File: config.mk
export PLATFORM = sky130hd
export DESIGN_NAME = swm_cell
export DESIGN_NICKNAME = d
export VERILOG_FILES = /design/src/swm_pkg.sv /design/src/swm_cell.sv
export SDC_FILE = /design/constraint.sdc
export NUM_CORES = 1
export LEC_CHECK = 0
export BUFFER_PORTS_ARGS = -buffer_cell sky130_fd_sc_hd__buf_2
export CORE_MARGIN = 1.5
export CORE_UTILIZATION = 41
export CTS_CLUSTER_DIAMETER = 40
export DETAILED_ROUTE_END_ITERATION = 16
export GPL_TIMING_DRIVEN = 0
export PLACE_DENSITY = 0.75
export SKIP_LAST_GASP = 1
export SLEW_MARGIN = 20
export SYNTH_ARGS = -nofsm -noshare
export SYNTH_HDL_FRONTEND = slang
export SYNTH_SLANG_ARGS = --single-unit
File: constraint.sdc
create_clock -name aclk -period 5.4 [get_ports aclk]
set_input_delay 1.08 -clock aclk [delete_from_list [all_inputs] [get_ports aclk]]
set_output_delay 1.08 -clock aclk [all_outputs]
set_load 0.01 [all_outputs]
File: src/swm_pkg.sv
// Shared types and constants for the sliding window median filter.
// No dependencies; used by the top level and the cell.
package swm_pkg;

    // Width of the window size register and its value after reset.
    localparam int unsigned CFG_W          = 7;
    localparam int unsigned WINDOW_DEFAULT = 3;

    // Per-transfer control broadcast to every cell.
    typedef struct packed {
        logic load;       // an input transfer updates the chain this cycle
        logic evict;      // window full: the oldest entry leaves
        logic victim_lt;  // the leaving entry sorts before the new sample
    } swm_ctrl_t;

    // Per-cell flags sent back to the top level.
    typedef struct packed {
        logic lt;         // cell valid and its value <= new sample
        logic ev;         // cell holds the oldest entry of a full window
    } swm_stat_t;

endpackage

File: src/swm_cell.sv
// One cell of the sorted chain: holds a value and its age.
// Depends on swm_pkg; instantiated in a row by sliding_window_median.
module swm_cell #(
    parameter int unsigned DW = 32,
    parameter int unsigned AW = 6
) (
    input  logic                    aclk,
    input  swm_pkg::swm_ctrl_t      ctrl,
    input  logic                    cell_valid,
    input  logic signed [DW-1:0]    new_value,
    input  logic [AW-1:0]           victim_age,
    input  logic                    lt_left,
    input  logic signed [DW-1:0]    left_value,
    input  logic [AW-1:0]           left_age,
    input  logic                    lt_right,
    input  logic signed [DW-1:0]    right_value,
    input  logic [AW-1:0]           right_age,
    input  logic                    ev_le,
    input  logic                    ev_b,
    output swm_pkg::swm_stat_t      stat,
    output logic signed [DW-1:0]    value,
    output logic [AW-1:0]           age,
    output logic signed [DW-1:0]    ins_value
);

    logic signed [DW-1:0] val_reg, val_next;
    logic [AW-1:0]        age_reg, age_next;
    logic                 lt;
    logic signed [DW-1:0] ins_hi_value;
    logic [AW-1:0]        ins_age, ins_hi_age;
    logic                 shift_sel;

    assign lt = cell_valid && (val_reg <= new_value);

    // Entry at this position after the insert.
    always_comb begin
        if (lt) begin
            ins_value = val_reg;
            ins_age   = age_reg + 1'b1;
        end else if (lt_left) begin
            ins_value = new_value;
            ins_age   = '0;
        end else begin
            ins_value = left_value;
            ins_age   = left_age + 1'b1;
        end
    end

    // Entry one position to the right after the insert.
    always_comb begin
        if (lt_right) begin
            ins_hi_value = right_value;
            ins_hi_age   = right_age + 1'b1;
        end else if (lt) begin
            ins_hi_value = new_value;
            ins_hi_age   = '0;
        end else begin
            ins_hi_value = val_reg;
            ins_hi_age   = age_reg + 1'b1;
        end
    end

    // Cells at or past the removed entry close the gap.
    assign shift_sel = ctrl.evict && (ctrl.victim_lt ? ev_le : ev_b);

    always_comb begin
        val_next = val_reg;
        age_next = age_reg;
        if (ctrl.load) begin
            val_next = shift_sel ? ins_hi_value : ins_value;
            age_next = shift_sel ? ins_hi_age   : ins_age;
        end
    end

    always_ff @(posedge aclk) begin
        val_reg <= val_next;
        age_reg <= age_next;
    end

    assign stat.lt = lt;
    assign stat.ev = ctrl.evict && cell_valid && (age_reg == victim_age);
    assign value   = val_reg;
    assign age     = age_reg;

endmodule

======== Word level (Yosys, flattened, before mapping) ========
Index checks and enable logic that the tools add are counted.
cells by class
  add/subtract/negate cells ............... 3
  multipliers ............................. 0
  bitwise operators ....................... 0
  $lt $le $gt $ge ......................... 1
  muxes and demuxes ....................... 11
  divide/modulo/power cells ............... 0
  shift-type cells ........................ 0
  equality and inequality tests ........... 2
  reductions and logical operators ........ 5
operator list
  cell                                          count
  two-way mux 32 bit                            5
  <= comparator 32 bit                          1
  two-way mux 6 bit                             5
  adder 6 x 1 -> 6 bit (second input constant)  3
  equality test 6 bit                           1
  logical AND 1 bit                             4
  != test 3 bit (second input constant)         1
  AND reduction 2 bit                           1
  two-way mux 1 bit                             1
storage, ports and cells
  RAM bits ................................ 0
  logic and storage cells ................. 24
  memories ................................ 0
  latch bits .............................. 0
  register bits after elaboration ......... 38
  ROM bits ................................ 0

======== Logic depth before layout (Yosys ltp) ========
Gate-level depths: netlist of run 1.
  word-level depth ........................ 5
  gate-level depth with buffers ........... 10
  mapped depth without buffers ............ 9

======== Worst setup path after synthesis of run 1 ========
No wires, ideal clock.
  path kind ............................... input-to-reg
  from .................................... input new_value[13]
  to ...................................... register val_reg[0] (netlist: value[0]) (enable)
  data arrival time ....................... 4.928 ns
  stages .................................. 9
  library setup time ...................... 0.471 ns
  slack ................................... 0.001 ns
  path buffers ............................ 1
  required time ........................... 4.929 ns
  path through ............................ inv_1 ha_1 a21oi_1 o21ai_0 or3_1 o32ai_2 o221ai_2 buf_4 a21boi_0
on the way
  longest elaborated chain between the ends .. 4
ends and longest elaborated chain
  element                        line            source
  start, declared                swm_cell.sv:10  input logic signed [DW-1:0] new_value,
  <= comparator 32 bit           swm_cell.sv:33  assign lt = cell_valid && (val_reg <= new_value);
  logical AND 1 bit              swm_cell.sv:33
  != test 3 bit (no line)        -
  AND reduction 2 bit (no line)  -
  end signal, assigned           swm_cell.sv:76  val_reg <= val_next;
  end, declared                  swm_cell.sv:26  logic signed [DW-1:0] val_reg, val_next;
Every way passes these cells.
A chain may end at the register's enable or synchronous reset.

======== Worst setup path after layout of run 1 ========
  from .................................... input new_value[15]
  to ...................................... output ins_value[10]
on the way
  longest elaborated chain between the ends .. 3
ends and longest elaborated chain
  element               line            source
  <= comparator 32 bit  swm_cell.sv:33
  logical AND 1 bit     swm_cell.sv:33
  two-way mux 32 bit    swm_cell.sv:37  if (lt) begin
  end, declared         swm_cell.sv:23  output logic signed [DW-1:0] ins_value
Every way passes these cells.

==> flow_summary.json, run 1 <==
{
  "outcome": "finished, final reports clean",
  "antenna_left": 0,
  "cts_resized": 0,
  "first_iter_violations": 104,
  "synth_ff_type": "edfxtp_1",
  "cts_setup_buffers": 0,
  "async_reset_ff_share_pct": 0,
  "drtPass1Iterations": 4,
  "yosysSeqAreaShare_pct": 28.4,
  "grt_usage_pct": 22.4,
  "min_period_over_period_pct": 86.3,
  "htreeDepth": 2,
  "crit_start": "new_value[15]",
  "synth_edf_count": 38,
  "grt_max_degree": 18,
  "diodes": 0,
  "drc": 0,
  "die_area_um2": 10400,
  "hold_path.class": "reg2reg",
  "syn-cell-area_um2": 4020,
  "utilization_pct": 56.2,
  "post-dp-hpwl_mm": 9.74,
  "portBuffers": 192,
  "required_ns": 4.32,
  "num_rows": 35,
  "die_y_um": 102,
  "worst_r2r_startpoint": "value[13]",
  "grt_pass1_wl_mm": 18.2,
  "grt_setup_unrepaired": "no",
  "reg2reg_setup_slack_ns": 2.12,
  "layout_min_cycle_time_ns": 4.66,
  "clock_path_buffers": 2,
  "ios": 195,
  "tightest_slew_ns": 0.670,
  "place.gp.congestion": 0.820,
  "setup_viol": 0,
  "cts_hold_buffers": 0,
  "initial_utilization_pct": 42.9,
  "post_drt_wl_per_cell_um": 16.3,
  "cts_tree": "yes",
  "fmax_mhz": 215,
  "drv_slew": 0,
  "irDropWorstVdd_v": 0.000111,
  "finalPower_w": 0.00119,
  "grt-ovfl-total": 0,
  "dieWidth_um": 102,
  "synthCells": 403,
  "most-common-layout-cells": "buf_2 (192), mux2_2 (65), nand2_1 (44), edfxtp_1 (38), inv_1 (36)",
  "grt_pass1_vias": 3833,
  "syn_nets": 561,
  "wl_met2_mm": 6.20,
  "core_area_um2": 9370,
  "highest_layer": "met4",
  "path_max_fanout": 10,
  "fillers": 877,
  "clock_skew_ns": 0.00738,
  "layout.cells.most_common": "buf_2",
  "crit_end": "ins_value[10]",
  "critPathArrivalTime_ns": 3.58,
  "relSlewSlack_pct": 55.3,
  "antenna_found_initial": 0,
  "met3_length_um": 725,
  "drv_cap": 0,
  "hold_viol": 0,
  "clock-root-buffer": "clkbuf_8",
  "dp_worst_setup_slack_ns": 0.690,
  "worstSetupStartpointType": "input port",
  "p_leak_nw": 2.54,
  "largest_register_ffs": 32,
  "clock_latency_ns": 0.29,
  "reg2regPathDepth": 9,
  "critPathKind": "in2out",
  "power_density_nw_per_um2": 227,
  "cts_buffers": 5,
  "fin_nets": 761,
  "fin_ws_ns": 0.742,
  "reg2reg_to": "value[16]",
  "routed_wl_mm": 12.0,
  "synth_seq_cells": 38,
  "synth_cell_types": 38,
  "vias": 3893,
  "areaGrowthSynthToFinish_pct": 30.9,
  "drive_above_1_share_pct": 50.0,
  "cp-end-kind": "primary output",
  "path_clk_slew_ns": 0.07,
  "cts_sinks": 38,
  "avgSynthCellArea_um2": 9.98,
  "wl_met1_mm": 4.97,
  "yosys_warnings": 0,
  "viasPerCell": 5.31
}
## routing by layer
layer | GRT usage, % | vias to the layer above
li1 | - | 1875
met2 | 42.8 | 169
met3 | 3.35 | 8
met4 | 3.90 | 0
met5 | 0 | -
met1 | 26.7 | 1841
## critical path, cell delays in order
cell      delay (ns)
buf_2           0.09
inv_1           0.05
ha_1            0.30
nand4_1         0.17
or2_1           0.29
a211oi_1        0.24
o32ai_2         0.14
o221ai_2        0.47
buf_6           0.26
mux2_4          0.33
buf_2           0.14
## where the power goes
group	internal, W	switching, W	total, W
combinational	0.000297	0.000282	0.000578
sequential	0.000382	0.0000375	0.000419
clock	0.0000890	0.000106	0.000195
## worst min-delay path by stage
stage | from | to | slack [ns] | cells after the start
after global placement | value[9] | value[9] | 0.74 | 2
after CTS | age[0] | age[0] | 0.76 | 1
after detailed placement | value[21] | value[21] | 0.75 | 2
after global routing | age[0] | age[0] | 0.79 | 1
after floorplan | age[0] | age[0] | 0.74 | 1
final | value[21] | value[21] | 0.77 | 2
## cells by family (layout without fill, tap and decap cells)
logic type | Yosys count | count (layout) | share of synthesized area [%]
mux | 98 | 98 | 30.0
xor+xnor | 18 | 18 | 3.92
buf+inv | 58 | 259 | 6.16
simple gates | 85 | 85 | 9.96
fa+ha+maj | 35 | 35 | 10.9
flops | 38 | 38 | 28.4
compound gates | 71 | 71 | 10.7
## synth_stat cells, types with 2 or more instances
master	instances	area, um2
a21oi_1	14	70.1
nor4_1	2	12.5
inv_1	36	135
o22ai_1	4	25.0
buf_6	3	33.8
xor2_1	9	78.8
mux2_2	65	732
o21a_1	2	15.0
nand2b_1	4	25.0
a211oi_1	2	15.0
nand2_1	44	165
o21ai_0	35	175
a32oi_1	3	26.3
mux2_4	29	435
xnor2_1	9	78.8
nand4_1	9	56.3
o31ai_1	3	22.5
nor2_1	5	18.8
edfxtp_1	38	1140
nand3_1	12	60.1
and3_1	2	12.5
mux2i_1	4	40.0
o221ai_1	3	26.3
buf_4	2	15.0
clkbuf_1	17	63.8
ha_1	35	438
## final cells by class
type	instances	area, um2	area share (%)
Clock inverter	2	8.76	0.166
Inverter	36	135	2.57
Multi-Input combinational cell	307	2640	50.2
Buffer	22	113	2.14
Clock buffer	6	72.6	1.38
Tap cell	129	161	3.07
Sequential cell	38	1140	21.7
Timing Repair Buffer	193	988	18.8
## metrics by stage
stage | cell area [um2] | instances | TNS [ns] | hold WS (ns)
2_1_floorplan | 4020 | 403 | 0 | 0.745
3_3_place_gp | 5140 | 724 | -53.93 | 0.740
3_5_place_dp | 5180 | 725 | 0 | 0.750
4_1_cts | 5260 | 733 | 0 | 0.763
5_1_grt | 5260 | 733 | 0 | 0.794
6_report | 5260 | 733 | 0 | 0.766
No activity file was read; power rests on OpenSTA's default activity.
==> run 2, diff against run 1 <==
--- a/config.mk
+++ b/config.mk
@@ -10,7 +10,7 @@
 export CORE_UTILIZATION = 41
 export CTS_CLUSTER_DIAMETER = 40
 export DETAILED_ROUTE_END_ITERATION = 16
-export GPL_TIMING_DRIVEN = 0
+export MAX_ROUTING_LAYER = met4
 export PLACE_DENSITY = 0.75
 export SKIP_LAST_GASP = 1
 export SLEW_MARGIN = 20
==> run 2 against run 1 <==
- cell count shrank 2.3%
- combinational power shrank 3%
- sequential power about the same
- clock power about the same
- register-to-register slack about the same
- core utilization shrank 0.80 points
- non-clock buffer count shrank 17
- largest cell class unchanged
- die area is the same
- clock skew grew 0.0049 ns
- critical endpoint is now ins_value[31]
==> flow_summary.json, run 2 (same netlist as run 1, synthesis figures left out) <==
{
  "place_area_um2": 5110,
  "irDropWorstVdd_v": 0.000116,
  "ios": 195,
  "utilization_pct": 55.4,
  "outcome": "finished, final reports clean",
  "grt_pass1_wl_mm": 16.4,
  "drv_cap": 0,
  "place.gp.congestion": 0.854,
  "clkPwrFrac_pct": 16.4,
  "setup_viol": 0,
  "reg2reg_setup_slack_ns": 2.11,
  "antenna_left": 0,
  "drtPass1Iterations": 4,
  "critPathArrivalTime_ns": 3.66,
  "hold_path.class": "reg2reg",
  "clock_latency_ns": 0.29,
  "pwr-share-seq_pct": 35.7,
  "p_sw_w": 0.000414,
  "fillers": 868,
  "dieWidth_um": 102,
  "clock-root-buffer": "clkbuf_8",
  "tightest_slew_ns": 0.958,
  "first_iter_violations": 83,
  "relSlewSlack_pct": 36.2,
  "cts_hold_buffers": 0,
  "initial_utilization_pct": 42.9,
  "cts_tree": "yes",
  "core_area_um2": 9370,
  "hold_viol": 0,
  "drive_above_1_share_pct": 51.6,
  "worstSetupStartpointType": "input port",
  "die_area_um2": 10400,
  "critPathKind": "in2out",
  "die_y_um": 102,
  "cts_sinks": 38,
  "vias": 3703,
  "clock_skew_ns": 0.0123,
  "portBuffers": 194,
  "reg2reg_to": "value[31]",
  "stdcell_area_um2": 5190,
  "setup_tns_ns": 0,
  "post_drt_wl_per_cell_um": 15.2,
  "cts_setup_buffers": 0,
  "post-dp-hpwl_mm": 8.70,
  "switching_share_pct": 35.3,
  "areaGrowthSynthToFinish_pct": 29.0,
  "path_clk_slew_ns": 0.08,
  "path_max_fanout": 26,
  "grt_pass1_vias": 3590,
  "fmax_mhz": 211,
  "cts_buffers": 5,
  "layout_min_cycle_time_ns": 4.74,
  "diodes": 0,
  "hold_start": "age[0]",
  "antenna_found_initial": 0,
  "comb_power_share_pct": 47.9,
  "viasPerCell": 5.17,
  "drv_slew": 0,
  "layout.cells.most_common": "buf_2",
  "required_ns": 4.32,
  "dp_worst_setup_slack_ns": 0.640,
  "drc": 0,
  "largest_register_ffs": 32,
  "num_rows": 35,
  "cts_resized": 0,
  "htreeDepth": 2,
  "grt_usage_pct": 20.7,
  "p_int_w": 0.000759,
  "most-common-layout-cells": "buf_2 (194), mux2_2 (65), nand2_1 (44), edfxtp_1 (38), inv_1 (36)",
  "power_density_nw_per_um2": 226,
  "min_period_over_period_pct": 87.7,
  "fin_nets": 744,
  "clock_path_buffers": 2,
  "routed_wl_mm": 10.9,
  "grt_max_degree": 72,
  "grt-ovfl-total": 0,
  "crit_start": "new_value[15]",
  "crit_end": "ins_value[31]",
  "grt_setup_unrepaired": "no",
  "fin_ws_ns": 0.662,
  "finalPower_w": 0.00117,
  "reg2regPathDepth": 9,
  "worst_r2r_startpoint": "value[15]",
  "p_leak_nw": 2.52,
  "cp-end-kind": "primary output"
}
## run 2: cell type report
class                      instances  area, um2  area share, %
clock buffer                       6       72.6           1.40
clock inverter                     2       8.76          0.169
inverter                          36        135           2.60
multi-input combinational        307       2660           51.2
sequential                        38       1140           22.0
tap                              129        161           3.11
timing repair buffer             198       1010           19.5
## run 2: through the flow
stage	hold WS (ns)	std cells
after global placement	0.747	708
after CTS	0.770	716
after floorplan	0.745	403
after detailed placement	0.754	708
after global routing	0.796	716
final	0.758	716
## run 2: worst min-delay path by stage
| stage | end | depth (start not counted) |
|---|---|---|
| final | age[0] | 1 |
| after global routing | value[14] | 2 |
| after CTS | age[0] | 1 |
| after detailed placement | value[20] | 2 |
| after global placement | value[22] | 2 |
| after floorplan | age[0] | 1 |
## run 2: routing by layer
metal | track usage (%) | wire length, um | vias up
li1 | - | - | 1828
met1 | 24.1 | 4600 | 1731
met2 | 37.5 | 5580 | 134
met3 | 2.80 | 545 | 10
met4 | 5.06 | 117 | 0
met5 | - | 0 | -
## run 2: power by group through the flow
| stage | Sequential [W] | Clock [W] | Combinational (W) |
|---|---|---|---|
| floorplan | 0.000436 | 0 | 0.000355 |
| global route | 0.000424 | 0.000206 | 0.000618 |
| global placement | 0.000423 | 0 | 0.000551 |
| finish | 0.000418 | 0.000192 | 0.000562 |
| CTS | 0.000418 | 0.000197 | 0.000569 |
| detailed placement | 0.000425 | 0 | 0.000567 |
## run 2: worst max-delay path, cell delays in order
cell and delay (ns):
buf_2 0.09, inv_1 0.05, ha_1 0.31, nand4_1 0.19, or2_1 0.29, a211oi_1 0.31, o32ai_2 0.15, o221ai_4 0.22
buf_4 0.41, mux2_2 0.40, buf_2 0.14
==> run 3, diff against run 2 <==
--- a/config.mk
+++ b/config.mk
@@ -6,12 +6,14 @@
 export NUM_CORES = 1
 export LEC_CHECK = 0
 export BUFFER_PORTS_ARGS = -buffer_cell sky130_fd_sc_hd__buf_2
+export CELL_PAD_IN_SITES_DETAIL_PLACEMENT = 1
+export CELL_PAD_IN_SITES_GLOBAL_PLACEMENT = 1
 export CORE_MARGIN = 1.5
-export CORE_UTILIZATION = 41
+export CORE_UTILIZATION = 31
 export CTS_CLUSTER_DIAMETER = 40
 export DETAILED_ROUTE_END_ITERATION = 16
 export MAX_ROUTING_LAYER = met4
-export PLACE_DENSITY = 0.75
+export PLACE_DENSITY_LB_ADDON = 0.1
 export SKIP_LAST_GASP = 1
 export SLEW_MARGIN = 20
 export SYNTH_ARGS = -nofsm -noshare
==> run 3 against run 2 <==
- power up 9.0%
- first-iteration DRC count up 19%
- highest routed layer unchanged
- clock skew down 0.0069 ns
- largest power group unchanged
==> flow_summary.json, run 3 (same netlist as run 1, synthesis figures left out) <==
{
  "irDropWorstVdd_v": 0.000112,
  "reg2reg_setup_slack_ns": 1.91,
  "grt_max_degree": 71,
  "portBuffers": 194,
  "path_max_fanout": 17,
  "num_rows": 41,
  "critPathArrivalTime_ns": 3.87,
  "grt_setup_unrepaired": "no",
  "antenna_left": 0,
  "place_area_um2": 5170,
  "post_drt_wl_per_cell_um": 16.5,
  "path_clk_slew_ns": 0.06,
  "critPathKind": "in2out",
  "required_ns": 4.32,
  "place.gp.congestion": 0.767,
  "layout_min_cycle_time_ns": 4.95,
  "clock_skew_ns": 0.00538,
  "cp-end-kind": "primary output",
  "tightest_slew_ns": 0.888,
  "reg2regPathDepth": 9,
  "drive_above_1_share_pct": 51.6,
  "whs_ns": 0.731,
  "die_y_um": 117,
  "ios": 195,
  "drv_cap": 0,
  "clock-root-buffer": "clkbuf_16",
  "dp.cells": 751,
  "cts_setup_buffers": 0,
  "max_stage_delay_ns": 0.63,
  "dieWidth_um": 117,
  "routed_wl_mm": 12.5,
  "outcome": "finished, final reports clean",
  "worst_r2r_startpoint": "value[15]",
  "fin_nets": 744,
  "core_area_um2": 12600,
  "setup_viol": 0,
  "fmax_mhz": 202,
  "drtPass1Iterations": 7,
  "drv_slew": 0,
  "worstSetupStartpointType": "input port",
  "clock_path_buffers": 2,
  "cpMaxStageDelayCell": "o221ai_4",
  "antenna_found_initial": 1,
  "relSlewSlack_pct": 40.8,
  "worstHoldEndpoint": "age[0]",
  "clock_latency_ns": 0.28,
  "hold_depth": 1,
  "cts_resized": 0,
  "grt-ovfl-total": 0,
  "min_period_over_period_pct": 91.6,
  "fillers": 1529,
  "stdcell_area_um2": 5320,
  "layout.cells.most_common": "buf_2",
  "grt_pass1_wl_mm": 19.3,
  "drc": 0,
  "setup_tns_ns": 0,
  "grt_pass1_vias": 3860,
  "post-dp-hpwl_mm": 9.80,
  "viasPerCell": 4.90,
  "htreeDepth": 2,
  "vias": 3722,
  "grt_usage_pct": 18.7,
  "most-common-layout-cells": "buf_2 (194), mux2_2 (65), nand2_1 (44), edfxtp_1 (38), inv_1 (36)",
  "cts_tree": "yes",
  "areaGrowthSynthToFinish_pct": 32.2,
  "hold_viol": 0,
  "largest_register_ffs": 32,
  "hold_path.class": "reg2reg",
  "power_density_nw_per_um2": 240,
  "cts_hold_buffers": 0,
  "final_cells": 760,
  "crit_start": "new_value[15]",
  "initial_utilization_pct": 31.9,
  "hold_start": "age[0]",
  "cts_buffers": 5,
  "path_cells": "buf_2, inv_1, ha_1, nand4_1, or2_1, a211oi_1, o32ai_2, o221ai_4, buf_4, mux2_4, buf_2",
  "path_delay_family": "compound AO/OA/AOI/OAI gates",
  "reg2reg_to": "value[12]",
  "finalPower_w": 0.00128,
  "cp.buffers_inverters": 4,
  "die_area_um2": 13700,
  "crit_top_cell": "buf_2",
  "p_leak_nw": 2.55,
  "cts_sinks": 38,
  "first_iter_violations": 99
}
[run 3: cell count changes in the layout (fill, tap and decap cells not counted), sizes merged]
| cell | delta |
|---|---|
| diode | +1 |
[run 3: layout make-up]
| class | count | area, um2 | share of cell area, % |
|---|---|---|---|
| clock buffers | 6 | 129 | 2.42 |
| inverters | 36 | 135 | 2.54 |
| diodes | 1 | 2.50 | 0.0471 |
| clock inverters | 2 | 8.76 | 0.165 |
| repair buffers | 198 | 1030 | 19.3 |
| flip-flops and latches | 38 | 1140 | 21.5 |
| well taps | 172 | 215 | 4.05 |
| multi-input cells | 307 | 2660 | 50.0 |
[run 3: routing by layer]
layer | up-vias | global-route usage, % | share of wire (%)
met5 | - | - | 0
met4 | 0 | 2.89 | 0.59
met3 | 6 | 2.99 | 5.2
met2 | 117 | 33.5 | 50
met1 | 1756 | 22.7 | 45
li1 | 1843 | - | -
[run 3: worst register-to-register path, stage by stage, from the launching register on]
cell and delay (ns):
edfxtp_1 0.42, ha_1 0.34, nand4_1 0.18, or2_1 0.29, a211oi_1 0.26, o32ai_2 0.15
o221ai_4 0.63, buf_4 0.37, mux2_4 0.33, mux2_2 0.27
[run 3: worst max-delay path by stage]
stage | slack, ns | cells past startpoint | to
floorplan | 0.001 | 9 | value[0]
global placement | 0.51 | 11 | ins_value[8]
detailed placement | 0.46 | 11 | ins_value[12]
CTS | 0.45 | 11 | ins_value[12]
global route | 0.30 | 11 | ins_value[4]
finish | 0.45 | 11 | ins_value[12]
[run 3: where the power goes]
group	switching [W]	total, W	internal [W]
Clock	0.000117	0.000286	0.000169
Combinational	0.000280	0.000572	0.000292
Sequential	0.0000374	0.000420	0.000382
[run 3: stage by stage]
step / utilization [%] / setup slack, ns
finish: 42.1 / 0.453
global route: 42.1 / 0.304
floorplan: - / 0.00133
detailed placement: 41.0 / 0.456
global placement: 41.0 / 0.514
CTS: 42.1 / 0.448
